[config.mk]
export PLATFORM = sky130hd
export DESIGN_NAME = json_subset_tokenizer_core
export DESIGN_NICKNAME = d
export VERILOG_FILES = /design/src/jst_pkg.sv /design/src/json_subset_tokenizer_core.sv
export SDC_FILE = /design/constraint.sdc
export NUM_CORES = 1
export LEC_CHECK = 0
export ABC_AREA = 1
export BUFFER_PORTS_ARGS = -buffer_cell sky130_fd_sc_hd__buf_4
export CAP_MARGIN = 20
export CELL_PAD_IN_SITES_DETAIL_PLACEMENT = 1
export CELL_PAD_IN_SITES_GLOBAL_PLACEMENT = 1
export CORE_ASPECT_RATIO = 0.6
export CORE_MARGIN = 2
export CORE_UTILIZATION = 46
export DETAILED_ROUTE_END_ITERATION = 10
export HOLD_SLACK_MARGIN = 0.02
export PLACE_DENSITY = 0.84
export SLEW_MARGIN = 5
export SYNTH_ARGS = -nofsm -noshare
export SYNTH_HDL_FRONTEND = slang
export SYNTH_SLANG_ARGS = --single-unit
[constraint.sdc]
create_clock -name clk -period 9.3 [get_ports clk]
set_clock_uncertainty 0.15 [all_clocks]
set_input_delay 0.465 -clock clk [delete_from_list [all_inputs] [get_ports clk]]
set_output_delay 0.465 -clock clk [all_outputs]
set_load 0.005 [all_outputs]
[src/jst_pkg.sv]
// Shared types, character constants and small decode helpers for the JSON subset tokenizer.
// Depends on nothing; used by json_subset_tokenizer_core, the checker and the testbench.
package jst_pkg;

  // Parser position, one-hot coded.
  typedef enum logic [11:0] {
    M_TOP       = 12'b0000_0000_0001,
    M_VALUE     = 12'b0000_0000_0010,
    M_OBJ_FIRST = 12'b0000_0000_0100,
    M_KEY_NEXT  = 12'b0000_0000_1000,
    M_COLON     = 12'b0000_0001_0000,
    M_AFTER     = 12'b0000_0010_0000,
    M_STR       = 12'b0000_0100_0000,
    M_ESC       = 12'b0000_1000_0000,
    M_HEX       = 12'b0001_0000_0000,
    M_NSIGN     = 12'b0010_0000_0000,
    M_NDIG      = 12'b0100_0000_0000,
    M_END       = 12'b1000_0000_0000
  } mode_t;

  typedef enum logic [3:0] {
    EV_OPEN     = 4'd0,
    EV_CLOSE    = 4'd1,
    EV_KEY_BYTE = 4'd2,
    EV_KEY_END  = 4'd3,
    EV_STR_BYTE = 4'd4,
    EV_STR_END  = 4'd5,
    EV_INT      = 4'd6,
    EV_DONE     = 4'd7,
    EV_ERROR    = 4'd8
  } ev_kind_t;

  typedef enum logic [3:0] {
    ERR_NONE_END  = 4'd0,
    ERR_BAD_VALUE = 4'd1,
    ERR_EXPECTED  = 4'd2,
    ERR_COMMA     = 4'd3,
    ERR_ESCAPE    = 4'd4,
    ERR_HEX       = 4'd5,
    ERR_NUMBER    = 4'd6,
    ERR_FLOAT     = 4'd7,
    ERR_OVERFLOW  = 4'd8,
    ERR_TRAILING  = 4'd9,
    ERR_DEPTH     = 4'd10
  } err_code_t;

  // One result beat as it waits in the output queue.
  typedef struct packed {
    ev_kind_t         kind;
    logic [7:0]       data_byte;
    logic [63:0]      int_value;
    err_code_t        code;
    logic             last;
  } event_t;

  localparam logic [7:0] CH_LBRACE = 8'h7B;
  localparam logic [7:0] CH_RBRACE = 8'h7D;
  localparam logic [7:0] CH_QUOTE  = 8'h22;
  localparam logic [7:0] CH_BSLASH = 8'h5C;
  localparam logic [7:0] CH_SLASH  = 8'h2F;
  localparam logic [7:0] CH_MINUS  = 8'h2D;
  localparam logic [7:0] CH_COMMA  = 8'h2C;
  localparam logic [7:0] CH_COLON  = 8'h3A;
  localparam logic [7:0] CH_DOT    = 8'h2E;
  localparam logic [7:0] CH_LOW_E  = 8'h65;
  localparam logic [7:0] CH_UP_E   = 8'h45;
  localparam logic [7:0] CH_LOW_N  = 8'h6E;
  localparam logic [7:0] CH_LOW_T  = 8'h74;
  localparam logic [7:0] CH_LOW_R  = 8'h72;
  localparam logic [7:0] CH_LOW_B  = 8'h62;
  localparam logic [7:0] CH_LOW_F  = 8'h66;
  localparam logic [7:0] CH_LOW_U  = 8'h75;
  localparam logic [7:0] CH_ZERO   = 8'h30;

  localparam logic [7:0] UTF_LEAD = 8'hC0;
  localparam logic [7:0] UTF_CONT = 8'h80;

  function automatic logic is_ws(input logic [7:0] b);
    return (b == 8'h20) || (b >= 8'h09 && b <= 8'h0D);
  endfunction

  function automatic logic is_digit(input logic [7:0] b);
    return (b >= 8'h30) && (b <= 8'h39);
  endfunction

  // Bit 4 set means the byte is not a hex digit.
  function automatic logic [4:0] hex_val(input logic [7:0] b);
    logic [7:0] t;
    t = 8'h00;
    if (b >= 8'h30 && b <= 8'h39) begin
      t = b - 8'h30;
      return {1'b0, t[3:0]};
    end else if (b >= 8'h61 && b <= 8'h66) begin
      t = b - 8'h57;
      return {1'b0, t[3:0]};
    end else if (b >= 8'h41 && b <= 8'h46) begin
      t = b - 8'h37;
      return {1'b0, t[3:0]};
    end
    return 5'b1_0000;
  endfunction

  function automatic event_t mk_ev(input ev_kind_t k, input logic [7:0] d,
                                   input logic [63:0] v, input err_code_t c);
    event_t e;
    e.kind      = k;
    e.data_byte = d;
    e.int_value = v;
    e.code      = c;
    e.last      = 1'b0;
    return e;
  endfunction

endpackage

[src/json_subset_tokenizer_core.sv]
// A beat's results are registered into the queue at the edge that accepts the beat.
// Throughput: one input beat per cycle while out_tready stays high and each beat yields at most
// one result; a beat that yields two results (a unicode escape at or above 0x80, or an integer
// closed by a following close, end or error) holds the input while the three-entry queue drains.
// Reset (rst_n low, synchronous) returns the parser to its start state and empties the queue.
// Top level of the JSON subset tokenizer; depends on jst_pkg.
module json_subset_tokenizer_core #(
  parameter int MAX_DEPTH = 255
) (
  input  logic        clk,
  input  logic        rst_n,
  // Input stream: tdata = data_in[7:0]; tuser = func (1 marks end of text).
  input  logic        in_tvalid,
  output logic        in_tready,
  input  logic [7:0]  in_tdata,
  input  logic        in_tuser,
  // Result stream: tdata = data_byte[7:0], int_value[71:8], error_code[75:72], zero pad [79:76];
  // tuser = event_kind[3:0]; tlast = last_of_run.
  output logic        out_tvalid,
  input  logic        out_tready,
  output logic [79:0] out_tdata,
  output logic [3:0]  out_tuser,
  output logic        out_tlast
);

  localparam int DW = $clog2(MAX_DEPTH + 1);
  localparam logic [DW-1:0] MAX_D = DW'(MAX_DEPTH);
  // Largest magnitudes that still fit a signed 64-bit value.
  localparam logic [67:0] LIMIT_POS = {5'd0, {63{1'b1}}};
  localparam logic [67:0] LIMIT_NEG = {4'd0, 1'b1, 63'd0};

  // Parser state.
  jst_pkg::mode_t  mode_r, mode_nxt;
  logic [DW-1:0]   depth_r, depth_nxt;
  logic            is_key_r, is_key_nxt;
  logic            neg_r, neg_nxt;
  logic [63:0]     mag_r, mag_nxt;
  logic            ovf_r, ovf_nxt;
  logic [1:0]      hex_cnt_r, hex_cnt_nxt;
  logic [15:0]     hex_code_r, hex_code_nxt;
  logic            err_r, err_nxt;

  // Result queue: entry 0 is the head shown on the out port.
  jst_pkg::event_t q_r [3];
  jst_pkg::event_t q_nxt [3];
  logic [1:0]      cnt_r, cnt_nxt;

  logic            in_fire, pop, at_end;
  logic [7:0]      b;
  jst_pkg::event_t ev [2];
  logic [1:0]      n;
  logic            do_add, add_fresh;
  logic [4:0]      hv;
  logic [63:0]     add_base;
  logic [67:0]     add_sum, add_limit;
  logic [1:0]      cnt_after;

  // The queue always has room for the two results one beat can cause when it accepts.
  assign in_tready  = (cnt_r <= 2'd1);
  assign in_fire    = in_tvalid && in_tready;
  assign out_tvalid = (cnt_r != 2'd0);
  assign pop        = out_tvalid && out_tready;
  assign at_end     = in_tuser;
  assign b          = in_tdata;

  assign out_tdata  = {4'd0, q_r[0].code, q_r[0].int_value, q_r[0].data_byte};
  assign out_tuser  = q_r[0].kind;
  assign out_tlast  = q_r[0].last;

  // Parser step: the whole byte is decoded here, between the state registers and the queue.
  always_comb begin
    mode_nxt     = mode_r;
    depth_nxt    = depth_r;
    is_key_nxt   = is_key_r;
    neg_nxt      = neg_r;
    mag_nxt      = mag_r;
    ovf_nxt      = ovf_r;
    hex_cnt_nxt  = hex_cnt_r;
    hex_code_nxt = hex_code_r;
    err_nxt      = err_r;
    ev[0]        = jst_pkg::mk_ev(jst_pkg::EV_OPEN, 8'd0, 64'd0, jst_pkg::ERR_NONE_END);
    ev[1]        = ev[0];
    n            = 2'd0;
    do_add       = 1'b0;
    add_fresh    = 1'b0;
    hv           = jst_pkg::hex_val(b);
    add_base     = 64'd0;
    add_sum      = 68'd0;
    add_limit    = LIMIT_POS;

    if (in_fire && !err_r) begin
      // A number ends on the first byte that is not a digit or on the end marker; unless that
      // byte ends it in an error, it is then parsed in the position after the value.
      if (mode_r == jst_pkg::M_NDIG && (at_end || !jst_pkg::is_digit(b))) begin
        if (!at_end && (b == jst_pkg::CH_DOT || b == jst_pkg::CH_LOW_E ||
                        b == jst_pkg::CH_UP_E)) begin
          ev[n[0]] = jst_pkg::mk_ev(jst_pkg::EV_ERROR, 8'd0, 64'd0, jst_pkg::ERR_FLOAT);
          n = n + 2'd1;
          err_nxt = 1'b1;
        end else if (ovf_r) begin
          ev[n[0]] = jst_pkg::mk_ev(jst_pkg::EV_ERROR, 8'd0, 64'd0, jst_pkg::ERR_OVERFLOW);
          n = n + 2'd1;
          err_nxt = 1'b1;
        end else begin
          ev[n[0]] = jst_pkg::mk_ev(jst_pkg::EV_INT, 8'd0,
                                    neg_r ? (64'd0 - mag_r) : mag_r,
                                    jst_pkg::ERR_NONE_END);
          n = n + 2'd1;
          mode_nxt = (depth_r != '0) ? jst_pkg::M_AFTER : jst_pkg::M_END;
        end
      end

      if (!err_nxt) begin
        if (at_end) begin
          if (mode_nxt == jst_pkg::M_END) begin
            ev[n[0]] = jst_pkg::mk_ev(jst_pkg::EV_DONE, 8'd0, 64'd0, jst_pkg::ERR_NONE_END);
          end else begin
            ev[n[0]] = jst_pkg::mk_ev(jst_pkg::EV_ERROR, 8'd0, 64'd0,
                                      jst_pkg::ERR_NONE_END);
            err_nxt = 1'b1;
          end
          n = n + 2'd1;
        end else begin
          unique case (mode_nxt)
            jst_pkg::M_TOP, jst_pkg::M_VALUE: begin
              if (!jst_pkg::is_ws(b)) begin
                if (b == jst_pkg::CH_LBRACE) begin
                  if (depth_r >= MAX_D) begin
                    ev[n[0]] = jst_pkg::mk_ev(jst_pkg::EV_ERROR, 8'd0, 64'd0,
                                              jst_pkg::ERR_DEPTH);
                    err_nxt = 1'b1;
                  end else begin
                    depth_nxt = depth_r + DW'(1);
                    ev[n[0]] = jst_pkg::mk_ev(jst_pkg::EV_OPEN, 8'd0, 64'd0,
                                              jst_pkg::ERR_NONE_END);
                    mode_nxt = jst_pkg::M_OBJ_FIRST;
                  end
                  n = n + 2'd1;
                end else if (b == jst_pkg::CH_QUOTE) begin
                  is_key_nxt = 1'b0;
                  mode_nxt   = jst_pkg::M_STR;
                end else if (b == jst_pkg::CH_MINUS) begin
                  neg_nxt  = 1'b1;
                  mag_nxt  = 64'd0;
                  ovf_nxt  = 1'b0;
                  mode_nxt = jst_pkg::M_NSIGN;
                end else if (jst_pkg::is_digit(b)) begin
                  neg_nxt   = 1'b0;
                  do_add    = 1'b1;
                  add_fresh = 1'b1;
                  mode_nxt  = jst_pkg::M_NDIG;
                end else begin
                  ev[n[0]] = jst_pkg::mk_ev(jst_pkg::EV_ERROR, 8'd0, 64'd0,
                                            jst_pkg::ERR_BAD_VALUE);
                  n = n + 2'd1;
                  err_nxt = 1'b1;
                end
              end
            end
            jst_pkg::M_OBJ_FIRST: begin
              if (!jst_pkg::is_ws(b)) begin
                if (b == jst_pkg::CH_RBRACE) begin
                  ev[n[0]] = jst_pkg::mk_ev(jst_pkg::EV_CLOSE, 8'd0, 64'd0,
                                            jst_pkg::ERR_NONE_END);
                  depth_nxt = depth_r - DW'(1);
                  mode_nxt = (depth_nxt != '0) ? jst_pkg::M_AFTER : jst_pkg::M_END;
                end else if (b == jst_pkg::CH_QUOTE) begin
                  is_key_nxt = 1'b1;
                  mode_nxt   = jst_pkg::M_STR;
                end else begin
                  ev[n[0]] = jst_pkg::mk_ev(jst_pkg::EV_ERROR, 8'd0, 64'd0,
                                            jst_pkg::ERR_EXPECTED);
                  err_nxt = 1'b1;
                end
                if (b != jst_pkg::CH_QUOTE) n = n + 2'd1;
              end
            end
            jst_pkg::M_KEY_NEXT: begin
              if (!jst_pkg::is_ws(b)) begin
                if (b == jst_pkg::CH_QUOTE) begin
                  is_key_nxt = 1'b1;
                  mode_nxt   = jst_pkg::M_STR;
                end else begin
                  ev[n[0]] = jst_pkg::mk_ev(jst_pkg::EV_ERROR, 8'd0, 64'd0,
                                            jst_pkg::ERR_EXPECTED);
                  n = n + 2'd1;
                  err_nxt = 1'b1;
                end
              end
            end
            jst_pkg::M_COLON: begin
              if (!jst_pkg::is_ws(b)) begin
                if (b == jst_pkg::CH_COLON) begin
                  mode_nxt = jst_pkg::M_VALUE;
                end else begin
                  ev[n[0]] = jst_pkg::mk_ev(jst_pkg::EV_ERROR, 8'd0, 64'd0,
                                            jst_pkg::ERR_EXPECTED);
                  n = n + 2'd1;
                  err_nxt = 1'b1;
                end
              end
            end
            jst_pkg::M_AFTER: begin
              if (!jst_pkg::is_ws(b)) begin
                if (b == jst_pkg::CH_COMMA) begin
                  mode_nxt = jst_pkg::M_KEY_NEXT;
                end else if (b == jst_pkg::CH_RBRACE) begin
                  ev[n[0]] = jst_pkg::mk_ev(jst_pkg::EV_CLOSE, 8'd0, 64'd0,
                                            jst_pkg::ERR_NONE_END);
                  n = n + 2'd1;
                  if (depth_r != '0) depth_nxt = depth_r - DW'(1);
                  mode_nxt = (depth_nxt != '0) ? jst_pkg::M_AFTER : jst_pkg::M_END;
                end else begin
                  ev[n[0]] = jst_pkg::mk_ev(jst_pkg::EV_ERROR, 8'd0, 64'd0,
                                            jst_pkg::ERR_COMMA);
                  n = n + 2'd1;
                  err_nxt = 1'b1;
                end
              end
            end
            jst_pkg::M_STR: begin
              if (b == jst_pkg::CH_QUOTE) begin
                if (is_key_r) begin
                  ev[n[0]] = jst_pkg::mk_ev(jst_pkg::EV_KEY_END, 8'd0, 64'd0,
                                            jst_pkg::ERR_NONE_END);
                  mode_nxt = jst_pkg::M_COLON;
                end else begin
                  ev[n[0]] = jst_pkg::mk_ev(jst_pkg::EV_STR_END, 8'd0, 64'd0,
                                            jst_pkg::ERR_NONE_END);
                  mode_nxt = (depth_r != '0) ? jst_pkg::M_AFTER : jst_pkg::M_END;
                end
                n = n + 2'd1;
              end else if (b == jst_pkg::CH_BSLASH) begin
                mode_nxt = jst_pkg::M_ESC;
              end else begin
                ev[n[0]] = jst_pkg::mk_ev(is_key_r ? jst_pkg::EV_KEY_BYTE
                                                   : jst_pkg::EV_STR_BYTE,
                                          b, 64'd0, jst_pkg::ERR_NONE_END);
                n = n + 2'd1;
              end
            end
            jst_pkg::M_ESC: begin
              mode_nxt = jst_pkg::M_STR;
              // Simple escapes decode to one byte; reuse a single emit below.
              ev[n[0]] = jst_pkg::mk_ev(is_key_r ? jst_pkg::EV_KEY_BYTE
                                                 : jst_pkg::EV_STR_BYTE,
                                        b, 64'd0, jst_pkg::ERR_NONE_END);
              unique case (b)
                jst_pkg::CH_QUOTE, jst_pkg::CH_BSLASH, jst_pkg::CH_SLASH: begin
                  n = n + 2'd1;
                end
                jst_pkg::CH_LOW_N: begin
                  ev[n[0]].data_byte = 8'h0A;
                  n = n + 2'd1;
                end
                jst_pkg::CH_LOW_T: begin
                  ev[n[0]].data_byte = 8'h09;
                  n = n + 2'd1;
                end
                jst_pkg::CH_LOW_R: begin
                  ev[n[0]].data_byte = 8'h0D;
                  n = n + 2'd1;
                end
                jst_pkg::CH_LOW_B: begin
                  ev[n[0]].data_byte = 8'h08;
                  n = n + 2'd1;
                end
                jst_pkg::CH_LOW_F: begin
                  ev[n[0]].data_byte = 8'h0C;
                  n = n + 2'd1;
                end
                jst_pkg::CH_LOW_U: begin
                  hex_cnt_nxt  = 2'd0;
                  hex_code_nxt = 16'd0;
                  mode_nxt     = jst_pkg::M_HEX;
                end
                default: begin
                  ev[n[0]] = jst_pkg::mk_ev(jst_pkg::EV_ERROR, 8'd0, 64'd0,
                                            jst_pkg::ERR_ESCAPE);
                  n = n + 2'd1;
                  err_nxt = 1'b1;
                end
              endcase
            end
            jst_pkg::M_HEX: begin
              if (hv[4]) begin
                ev[n[0]] = jst_pkg::mk_ev(jst_pkg::EV_ERROR, 8'd0, 64'd0,
                                          jst_pkg::ERR_HEX);
                n = n + 2'd1;
                err_nxt = 1'b1;
              end else begin
                hex_code_nxt = {hex_code_r[11:0], hv[3:0]};
                if (hex_cnt_r == 2'd3) begin
                  hex_cnt_nxt = 2'd0;
                  mode_nxt    = jst_pkg::M_STR;
                  if (hex_code_nxt < 16'h0080) begin
                    ev[n[0]] = jst_pkg::mk_ev(is_key_r ? jst_pkg::EV_KEY_BYTE
                                                       : jst_pkg::EV_STR_BYTE,
                                              hex_code_nxt[7:0], 64'd0,
                                              jst_pkg::ERR_NONE_END);
                    n = n + 2'd1;
                  end else begin
                    // Two-byte form; the lead byte keeps only its low eight bits.
                    ev[0] = jst_pkg::mk_ev(is_key_r ? jst_pkg::EV_KEY_BYTE
                                                    : jst_pkg::EV_STR_BYTE,
                                           jst_pkg::UTF_LEAD | hex_code_nxt[13:6], 64'd0,
                                           jst_pkg::ERR_NONE_END);
                    ev[1] = jst_pkg::mk_ev(is_key_r ? jst_pkg::EV_KEY_BYTE
                                                    : jst_pkg::EV_STR_BYTE,
                                           jst_pkg::UTF_CONT | {2'b00, hex_code_nxt[5:0]},
                                           64'd0, jst_pkg::ERR_NONE_END);
                    n = 2'd2;
                  end
                end else begin
                  hex_cnt_nxt = hex_cnt_r + 2'd1;
                end
              end
            end
            jst_pkg::M_NSIGN: begin
              if (jst_pkg::is_digit(b)) begin
                do_add   = 1'b1;
                mode_nxt = jst_pkg::M_NDIG;
              end else begin
                ev[n[0]] = jst_pkg::mk_ev(jst_pkg::EV_ERROR, 8'd0, 64'd0,
                                          jst_pkg::ERR_NUMBER);
                n = n + 2'd1;
                err_nxt = 1'b1;
              end
            end
            jst_pkg::M_NDIG: begin
              do_add = 1'b1;
            end
            default: begin
              // Complete value seen: only whitespace may follow.
              if (!jst_pkg::is_ws(b)) begin
                ev[n[0]] = jst_pkg::mk_ev(jst_pkg::EV_ERROR, 8'd0, 64'd0,
                                          jst_pkg::ERR_TRAILING);
                n = n + 2'd1;
                err_nxt = 1'b1;
              end
            end
          endcase
        end
      end
    end

    // Decimal accumulate, shared by every place a digit is taken: m*10+d is formed as
    // (m<<3)+(m<<1)+d and checked in 68 bits against the magnitude limit of the signed range.
    if (do_add) begin
      add_base  = add_fresh ? 64'd0 : mag_r;
      add_sum   = ({4'd0, add_base} << 3) + ({4'd0, add_base} << 1) +
                  {64'd0, b[3:0] - jst_pkg::CH_ZERO[3:0]};
      add_limit = neg_nxt ? LIMIT_NEG : LIMIT_POS;
      if ((ovf_r && !add_fresh) || (add_sum > add_limit)) begin
        ovf_nxt = 1'b1;
        mag_nxt = add_base;
      end else begin
        ovf_nxt = 1'b0;
        mag_nxt = add_sum[63:0];
      end
    end

    // End of text always restarts the parser, whatever came before.
    if (in_fire && at_end) begin
      mode_nxt     = jst_pkg::M_TOP;
      depth_nxt    = '0;
      is_key_nxt   = 1'b0;
      neg_nxt      = 1'b0;
      mag_nxt      = 64'd0;
      ovf_nxt      = 1'b0;
      hex_cnt_nxt  = 2'd0;
      hex_code_nxt = 16'd0;
      err_nxt      = 1'b0;
    end

    if (n == 2'd2) begin
      ev[1].last = 1'b1;
    end else if (n == 2'd1) begin
      ev[0].last = 1'b1;
    end
  end

  // Queue update: shift out the head on a pop, then append this beat's results behind it.
  always_comb begin
    cnt_after = cnt_r - {1'b0, pop};
    q_nxt[0]  = pop ? q_r[1] : q_r[0];
    q_nxt[1]  = pop ? q_r[2] : q_r[1];
    q_nxt[2]  = q_r[2];
    if (n != 2'd0) begin
      if (cnt_after == 2'd0) q_nxt[0] = ev[0];
      if (cnt_after == 2'd1) q_nxt[1] = ev[0];
      if (n == 2'd2) begin
        if (cnt_after == 2'd0) q_nxt[1] = ev[1];
        if (cnt_after == 2'd1) q_nxt[2] = ev[1];
      end
    end
    cnt_nxt = cnt_after + n;
  end

  always_ff @(posedge clk) begin
    if (!rst_n) begin
      mode_r     <= jst_pkg::M_TOP;
      depth_r    <= '0;
      is_key_r   <= 1'b0;
      neg_r      <= 1'b0;
      mag_r      <= 64'd0;
      ovf_r      <= 1'b0;
      hex_cnt_r  <= 2'd0;
      hex_code_r <= 16'd0;
      err_r      <= 1'b0;
      cnt_r      <= 2'd0;
    end else begin
      mode_r     <= mode_nxt;
      depth_r    <= depth_nxt;
      is_key_r   <= is_key_nxt;
      neg_r      <= neg_nxt;
      mag_r      <= mag_nxt;
      ovf_r      <= ovf_nxt;
      hex_cnt_r  <= hex_cnt_nxt;
      hex_code_r <= hex_code_nxt;
      err_r      <= err_nxt;
      cnt_r      <= cnt_nxt;
    end
  end

  always_ff @(posedge clk) begin
    q_r[0] <= q_nxt[0];
    q_r[1] <= q_nxt[1];
    q_r[2] <= q_nxt[2];
  end

  // An end marker always leaves the parser in its start state.
  a_end_restarts: assert property (@(posedge clk) disable iff (!rst_n)
    (in_fire && in_tuser) |=> (mode_r == jst_pkg::M_TOP && !err_r && depth_r == '0))
    else $error("end marker did not restart the parser");

  // Once an error is latched, text bytes produce no results.
  a_err_silent: assert property (@(posedge clk) disable iff (!rst_n)
    (in_fire && err_r && !in_tuser) |=> (cnt_r == $past(cnt_r) - {1'b0, $past(pop)}))
    else $error("result queued after a latched error");

  // Open object count never passes the configured limit.
  a_depth_limit: assert property (@(posedge clk) disable iff (!rst_n)
    depth_r <= MAX_D)
    else $error("nesting depth above limit");

  // Whole runs are queued, so the newest queued result always closes its run.
  a_tail_last: assert property (@(posedge clk) disable iff (!rst_n)
    (cnt_r == 2'd0) || (cnt_r == 2'd1 && q_r[0].last) || (cnt_r == 2'd2 && q_r[1].last) ||
    (cnt_r == 2'd3 && q_r[2].last))
    else $error("queue tail is not the end of a run");

  // A partial unicode escape only exists inside the hex digit state.
  a_hex_in_mode: assert property (@(posedge clk) disable iff (!rst_n)
    (hex_cnt_r != 2'd0) |-> (mode_r == jst_pkg::M_HEX))
    else $error("hex digit count outside unicode escape");

endmodule

## Word-level counts from Yosys, hierarchy flattened

Memory sizes are Yosys's and may differ from the RTL's.
Index checks and enable logic that the tools add are counted.

| storage, ports and cells | value |
|---|---|
| bits in registers | 104 |
| memory bits (writable) | 243 |
| bits of input ports | 13 |
| output and inout bits | 87 |
| logic and storage cells | 401 |
| memories kept | 1 |

Memories:

| memory | depth | bits a word | read ports | clocked after memory_dff | wr ports | line | RTL |
|---|---|---|---|---|---|---|---|
| q_r | 3 | 81 | 3 | 0 | 3 | json_subset_tokenizer_core.sv:44 | `jst_pkg::event_t q_r [3];` |

| operators by class | value |
|---|---|
| add/subtract/negate cells | 12 |
| $lt $le $gt $ge | 14 |
| equal/unequal tests | 55 |
| muxes and demuxes | 222 |
| bitwise gates (word level) | 45 |
| reductions and logical operators | 42 |

Operators by type and width:

| cell | number |
|---|---|
| $mux W162 | 28 |
| $pmux W162 S10 | 1 |
| $bwmux W162 | 7 |
| $pmux W162 S6 | 1 |
| $and A156 B156 Y156 | 6 |
| $not A156 Y156 | 6 |
| $mux W81 | 11 |
| $mux W64 | 13 |
| $and A158 B158 Y158 | 5 |
| $not A158 Y158 | 5 |
| $mux W12 | 31 |
| $and A160 B160 Y160 | 2 |
| $not A160 Y160 | 2 |
| $mux W243 | 1 |
| $and A162 B162 Y162 | 1 |
| $demux W81 S1 | 2 |
| $not A162 Y162 | 1 |
| $mux W8 | 16 |
| $pmux W12 S9 | 1 |
| $eq A8 B7 Y1 const B | 11 |
| $mux W77 | 1 |
| $mux W1 | 69 |
| $add A67 B65 Y68 | 1 |
| $add A68 B4 Y68 | 1 |
| 67 further kinds | 167 |

## Longest topological paths before layout

| logic depth | value |
|---|---|
| depth after elaboration | 29 |
| depth in mapped cells | 60 |
| gate-level depth less buffers | 57 |

## Worst setup path after synthesis

Ideal clock, no wire load.

| path | value |
|---|---|
| kind | input -> register |
| start | input port in_tdata[0] |
| end | register mag_r[42] |
| library setup time | 110 ps |
| data arrival time | 7059 ps |
| data required time | 9040 ps |
| setup slack | 1981 ps |
| stages | 54 |
| path buffers | 4 |
| path through | inv_1 > ha_1 > inv_1 > nor2_2 > nand3_1 > nand2_1 > nand2_2 > nand2_1 > nand2_1 > nand2_1 > nand2_2 > nor2_8 > inv_4 > nor2_8 > nand2_4 > nor3_4 > nand3_2 > buf_4 > [18 not listed] > xnor2_1 > inv_1 > ha_1 > nand4_1 > nor3_1 > nand2_1 > nor4_1 > nand3_1 > nand2_1 > nand3b_1 > nor2_4 > nor2_2 > buf_4 > buf_6 > nand2_1 > nand3_1 > nand2_1 > inv_1 |

| on the way | value |
|---|---|
| word-level cells in the longest chain between the ends | 20 |
| elaborated cells between the ends (all ways) | 72 |

Ends and longest elaborated chain:

| element | line | RTL |
|---|---|---|
| start, declared | json_subset_tokenizer_core.sv:15 | `input logic [7:0] in_tdata,` |
| $ge A8 B6 Y1 (tied with other cells) | jst_pkg.sv:83 | `return (b >= 8'h30) && (b <= 8'h39);` |
| $logic_and A1 B1 Y1 or $logic_or A1 B1 Y1 (tied branches) | jst_pkg.sv:83, json_subset_tokenizer_core.sv:95 |  |
| $logic_not A1 Y1 or $logic_or A1 B1 Y1 (tied branches) | json_subset_tokenizer_core.sv:94, json_subset_tokenizer_core.sv:95 |  |
| $logic_or A1 B1 Y1 or $logic_and A1 B1 Y1 (tied branches) | json_subset_tokenizer_core.sv:94, json_subset_tokenizer_core.sv:95 |  |
| $logic_and A1 B1 Y1 or $mux W12 (tied branches) | json_subset_tokenizer_core.sv:94, json_subset_tokenizer_core.sv:95 |  |
| $mux W12 | json_subset_tokenizer_core.sv:94 | `if (mode_r == jst_pkg::M_NDIG && (at_end \|\| !jst_pkg::is_digit(b))) begin` |
| $mux W12 | json_subset_tokenizer_core.sv:91 | `if (in_fire && !err_r) begin` |
| $eq A12 B1 Y1 or $eq A12 B2 Y1 (tied branches) | json_subset_tokenizer_core.sv:124 | `unique case (mode_nxt)` |
| [4 not listed] | -- |  |
| $mux W1 | json_subset_tokenizer_core.sv:91 |  |
| $mux W64 | json_subset_tokenizer_core.sv:350 | `add_base = add_fresh ? 64'd0 : mag_r;` |
| $add A67 B65 Y68 | json_subset_tokenizer_core.sv:351 | `add_sum = ({4'd0, add_base} << 3) + ({4'd0, add_base} << 1) +` |
| $add A68 B4 Y68 | json_subset_tokenizer_core.sv:351 |  |
| $gt A68 B64 Y1 | json_subset_tokenizer_core.sv:354 | `if ((ovf_r && !add_fresh) \|\| (add_sum > add_limit)) begin` |
| $logic_or A1 B1 Y1 | json_subset_tokenizer_core.sv:354 |  |
| $mux W64 | json_subset_tokenizer_core.sv:354 |  |
| $mux W64 | json_subset_tokenizer_core.sv:349 | `if (do_add) begin` |
| end signal, assigned | json_subset_tokenizer_core.sv:417 | `mag_r <= mag_nxt;` |
| end, declared | json_subset_tokenizer_core.sv:37 | `logic [63:0] mag_r, mag_nxt;` |

Parallel ways exist; a longest one is shown, timed or not. The select of a mux whose other input is x is not followed.
A chain may end at the register's enable or synchronous reset.

## Final worst setup path

| path | value |
|---|---|
| start | register depth_r[0] |
| end | register mag_r[62] |

| on the way | value |
|---|---|
| word-level cells in the longest chain between the ends | 19 |
| elaborated cells between the ends (all ways) | 42 |

Ends and longest elaborated chain:

| element | line | RTL |
|---|---|---|
| start, declared | json_subset_tokenizer_core.sv:34 | `logic [DW-1:0] depth_r, depth_nxt;` |
| start signal, assigned | json_subset_tokenizer_core.sv:414 | `depth_r <= depth_nxt;` |
| $reduce_bool A8 Y1 (*) | json_subset_tokenizer_core.sv:109 | `mode_nxt = (depth_r != '0) ? jst_pkg::M_AFTER : jst_pkg::M_END;` |
| $mux W12 (*) | json_subset_tokenizer_core.sv:109 |  |
| $mux W12 (*) | json_subset_tokenizer_core.sv:100 | `end else if (ovf_r) begin` |
| $mux W12 (*) | json_subset_tokenizer_core.sv:95 | `if (!at_end && (b == jst_pkg::CH_DOT \|\| b == jst_pkg::CH_LOW_E \|\|` |
| $mux W12 (*) | json_subset_tokenizer_core.sv:94 |  |
| $mux W12 (*) | json_subset_tokenizer_core.sv:91 |  |
| $eq A12 B1 Y1 or $eq A12 B2 Y1 (tied branches) | json_subset_tokenizer_core.sv:124 |  |
| $reduce_or A2 Y1 | json_subset_tokenizer_core.sv:124 |  |
| [3 not listed] | -- |  |
| $mux W1 | json_subset_tokenizer_core.sv:91 |  |
| $mux W64 | json_subset_tokenizer_core.sv:350 |  |
| $add A67 B65 Y68 | json_subset_tokenizer_core.sv:351 |  |
| $add A68 B4 Y68 | json_subset_tokenizer_core.sv:351 |  |
| $gt A68 B64 Y1 | json_subset_tokenizer_core.sv:354 |  |
| $logic_or A1 B1 Y1 | json_subset_tokenizer_core.sv:354 |  |
| $mux W64 | json_subset_tokenizer_core.sv:354 |  |
| $mux W64 | json_subset_tokenizer_core.sv:349 |  |

Mark *: on every way between the ends. The rest lies on a longest branch, timed or not. The select of a mux whose other input is x is not followed.

==> results.txt <==
status - complete, no violations
combinational share of power - 44.6%
worst skew pair latency - 0.61 ns
largest net degree at the start of global routing - 158
mux cell area share after synthesis - 2.50%
Cell Area, Synth - 27200 um^2
Synth top area share - 19.6%
Die Y - 192 um
peak supply drop - 286 uV
maximum clock rate - 113 MHz
htree depth - 1
# setup viols final - 0
Worst Hold Launch - in_tdata[1]
Chip Width - 318 um
CP required - 9.65 ns
CP Capture Type - flop
drt total wl - 124000 um
area grow syn2layout - 7.20%
row cnt - 68
FF+latch area - 5810 um^2
GRT Max-Usage Layer - met1
Clock transition at path regs - 0.08 ns
Syn Inst Count - 4298
fraction of layout cells with a size suffix above 1 - 8.77%
Hold Path Class - input pin to flop
Psw - 0.00239 W
Final Instance Area - 29100 um^2
Layout Cells excl Fill - 5013
worst-path maximum fanout - 41
first-pass GRT wire length - 185000 um
CTS buffer count - 28
grt total ovfl - 0
power per cell area - 175 nW/um^2
Syn Area/Cell - 6.32 um^2
Initial DRC Count - 4206
compound-cell area share of the yosys netlist - 15.6%
hpwl dp - 95300 um
CTS tree - built
Async S/R FF share, synth - 0%
Ys Warns - 0
Simple-Gate Fraction of Synth Area - 34.6%
crit share post-route - 95.3%
Initial Utilization - 46.9%
Fill cells - 7902
origin of the worst setup path - depth_r[0]$_SDFFE_PP0P_
Top-Level Pins - 100
clock share of power - 24.4%
minimum clock period - 8.86 ns
fin util - 50.3%
register share of total power - 31.0%
post-DR wirelength/cell - 24.7 um
most frequent cell after synthesis - nand2_1
gpl congestion - 1.08
core area - 57900 um^2
prevailing post-synth register cell - dfxtp_1
placed cells - 4954
Tightest Pin Transition - 1.21 ns
max_slew headroom - 18.2%
Port Buffers - 95
synth cell count leaders - nand2_1 (940), inv_1 (459), nor2_1 (436), nand3_1 (379), a21oi_1 (283)
DP Area - 28000 um^2
sw frac - 46.8%
EDFF count, synth - 16
TritonCTS Sinks - 282
most frequent CP cell - nand2_1
grt met1 use - 59.8%
area leader, netlist - dfxtp_1
vias in the first global route - 29.4k
critical path type - flop to flop
initial antenna violation count - 2
static leakage - 14.8 nW
post-route ant nets - 0
startpoint types - flop
M3 GR Usage - 14.5%
via density per instance - 6.19
r2r startpoint - depth_r[0]$_SDFFE_PP0P_
clock buffer depth - 3
Final Net Count - 4447
clock root cell - clkbuf_16
Crit path largest cell delay - 0.46 ns
sequential share of the synthesized area - 21.4%
Post-Synth XOR/XNOR Area - 3.67%
Yosys reg bits - 282
Hold Fails Final Rpt - 0
GR Layer Usage met2 - 51.7%
Crit-path slowest cell - ha_1
area of the multi-input gates - 18300 um^2
Synth cell types - 69
Slew Viols, Final - 0
CP Data Arrival Time - 9.21 ns
Power Internal - 0.00271 W
Synth Area in Adders - 9.83%
worst path bufs/invs - 10
via count - 31.0k
synth top area cells - dfxtp_1 (20%), nand2_1 (13%), ha_1 (9.8%)
main combinational cell family by area after synthesis - simple AND/OR/NAND/NOR gates
DIE AREA - 61100 um^2
max-cap check violation count - 0
# diodes - 0
gr usage total - 39.1%
drt first pass iters - 7
DRC Markers - 0
delay-heaviest family, CP - simple AND/OR/NAND/NOR gates
Worst Hold Margin - 0.247 ns
registers in the layout, summed over array words and instances, names as in the netlist:
signal and cells:
err_r 1, mode_r 12, hex_cnt_r 2, mag_r 64
neg_r 1, ovf_r 1, is_key_r 1, cnt_r 2
hex_code_r 12, depth_r 8, q_r 178
cells in the final DEF, fill, tap and decap left out, drive strengths merged, types with 20 or more instances in the layout:
cell type  instances
inv              475
nor2             460
o21ai            293
xnor2             33
nor4              28
nor3             103
nand2            959
o2111ai           25
or2               27
mux2i             68
a21oi            284
a31oi             36
dfxtp            266
clkinv            20
buf              169
ha               212
xor2              81
nand4             96
clkbuf            32
nand3            418
power groups by stage:
| stage | combinational [W] | sequential [W] | clock (W) |
|---|---|---|---|
| finish | 0.00227 | 0.00158 | 0.00124 |
| global route | 0.00242 | 0.00158 | 0.00129 |
| CTS | 0.00218 | 0.00157 | 0.00124 |
| detailed placement | 0.00215 | 0.00159 | 0 |
| global placement | 0.00210 | 0.00159 | 0 |
| floorplan | 0.00160 | 0.00151 | 0 |
final timing paths:
path / to / slack, ns / cells past startpoint
max: mag_r[62]$_SDFFE_PP0P_ / 0.44 / 49
min: q_r[0][232]$_DFFE_PP_ / 0.25 / 3
max reg2reg: mag_r[62]$_SDFFE_PP0P_ / 0.44 / 49
min reg2reg: q_r[0][115]$_DFF_P_ / 0.33 / 2
layer usage:
metal	share of wire [%]	routed length, um
met1	47	58300
met2	37	45900
met3	14	17800
met4	1.3	1580
met5	0.011	13
metrics by stage:
step / setup slack, ns / setup TNS, ns / total power (W)
final: 0.441 / 0 / 0.00510
after global routing: -0.0119 / -0.0240 / 0.00529
after CTS: 0.00780 / 0 / 0.00499
after detailed placement: -0.360 / -16.84 / 0.00375
after global placement: 0.0399 / 0 / 0.00369
after floorplan: 1.98 / 0 / 0.00311
worst register-to-register path, delay by kind of cell, from the launching register on:
| family | cells | cell delay, ns |
|---|---|---|
| adder cells (fa/ha/maj) | 4 | 1.24 |
| flip-flops | 1 | 0.36 |
| buffers and inverters | 10 | 1.48 |
| XOR/XNOR | 1 | 0.31 |
| AND/OR/NAND/NOR | 33 | 4.95 |
| AO/OA/AOI/OAI | 1 | 0.28 |
kinds of logic (layout without fill, tap and decap cells):
kind of cell               after synthesis  after routing
adders and majority gates              213            213
muxes                                   68             68
AOI/OAI and AO/OA                      756            756
DFF                                    282            282
xor gates and xnor gates               114            114
other                                    1              5
buffers and inverters                  761            702
and+or+nand+nor                       2103           2103
cell type report:
class / instances / area share, %
Inverter: 478 / 6.19
Multi-Input combinational cell: 3259 / 62.6
Timing Repair Buffer: 172 / 4.69
Sequential cell: 282 / 19.9
Clock inverter: 22 / 0.764
Tap cell: 770 / 3.31
Clock buffer: 30 / 2.46
what timing repair did:
action	4_1_cts	5_1_grt
hold endpoints to repair	2	0
pin swaps	0	7
endpoints found under the setup margin	30	65
buffers inserted	0	4
hold buffers	1	0
resized for setup	2	44
Power figures use the tool's default switching activity.
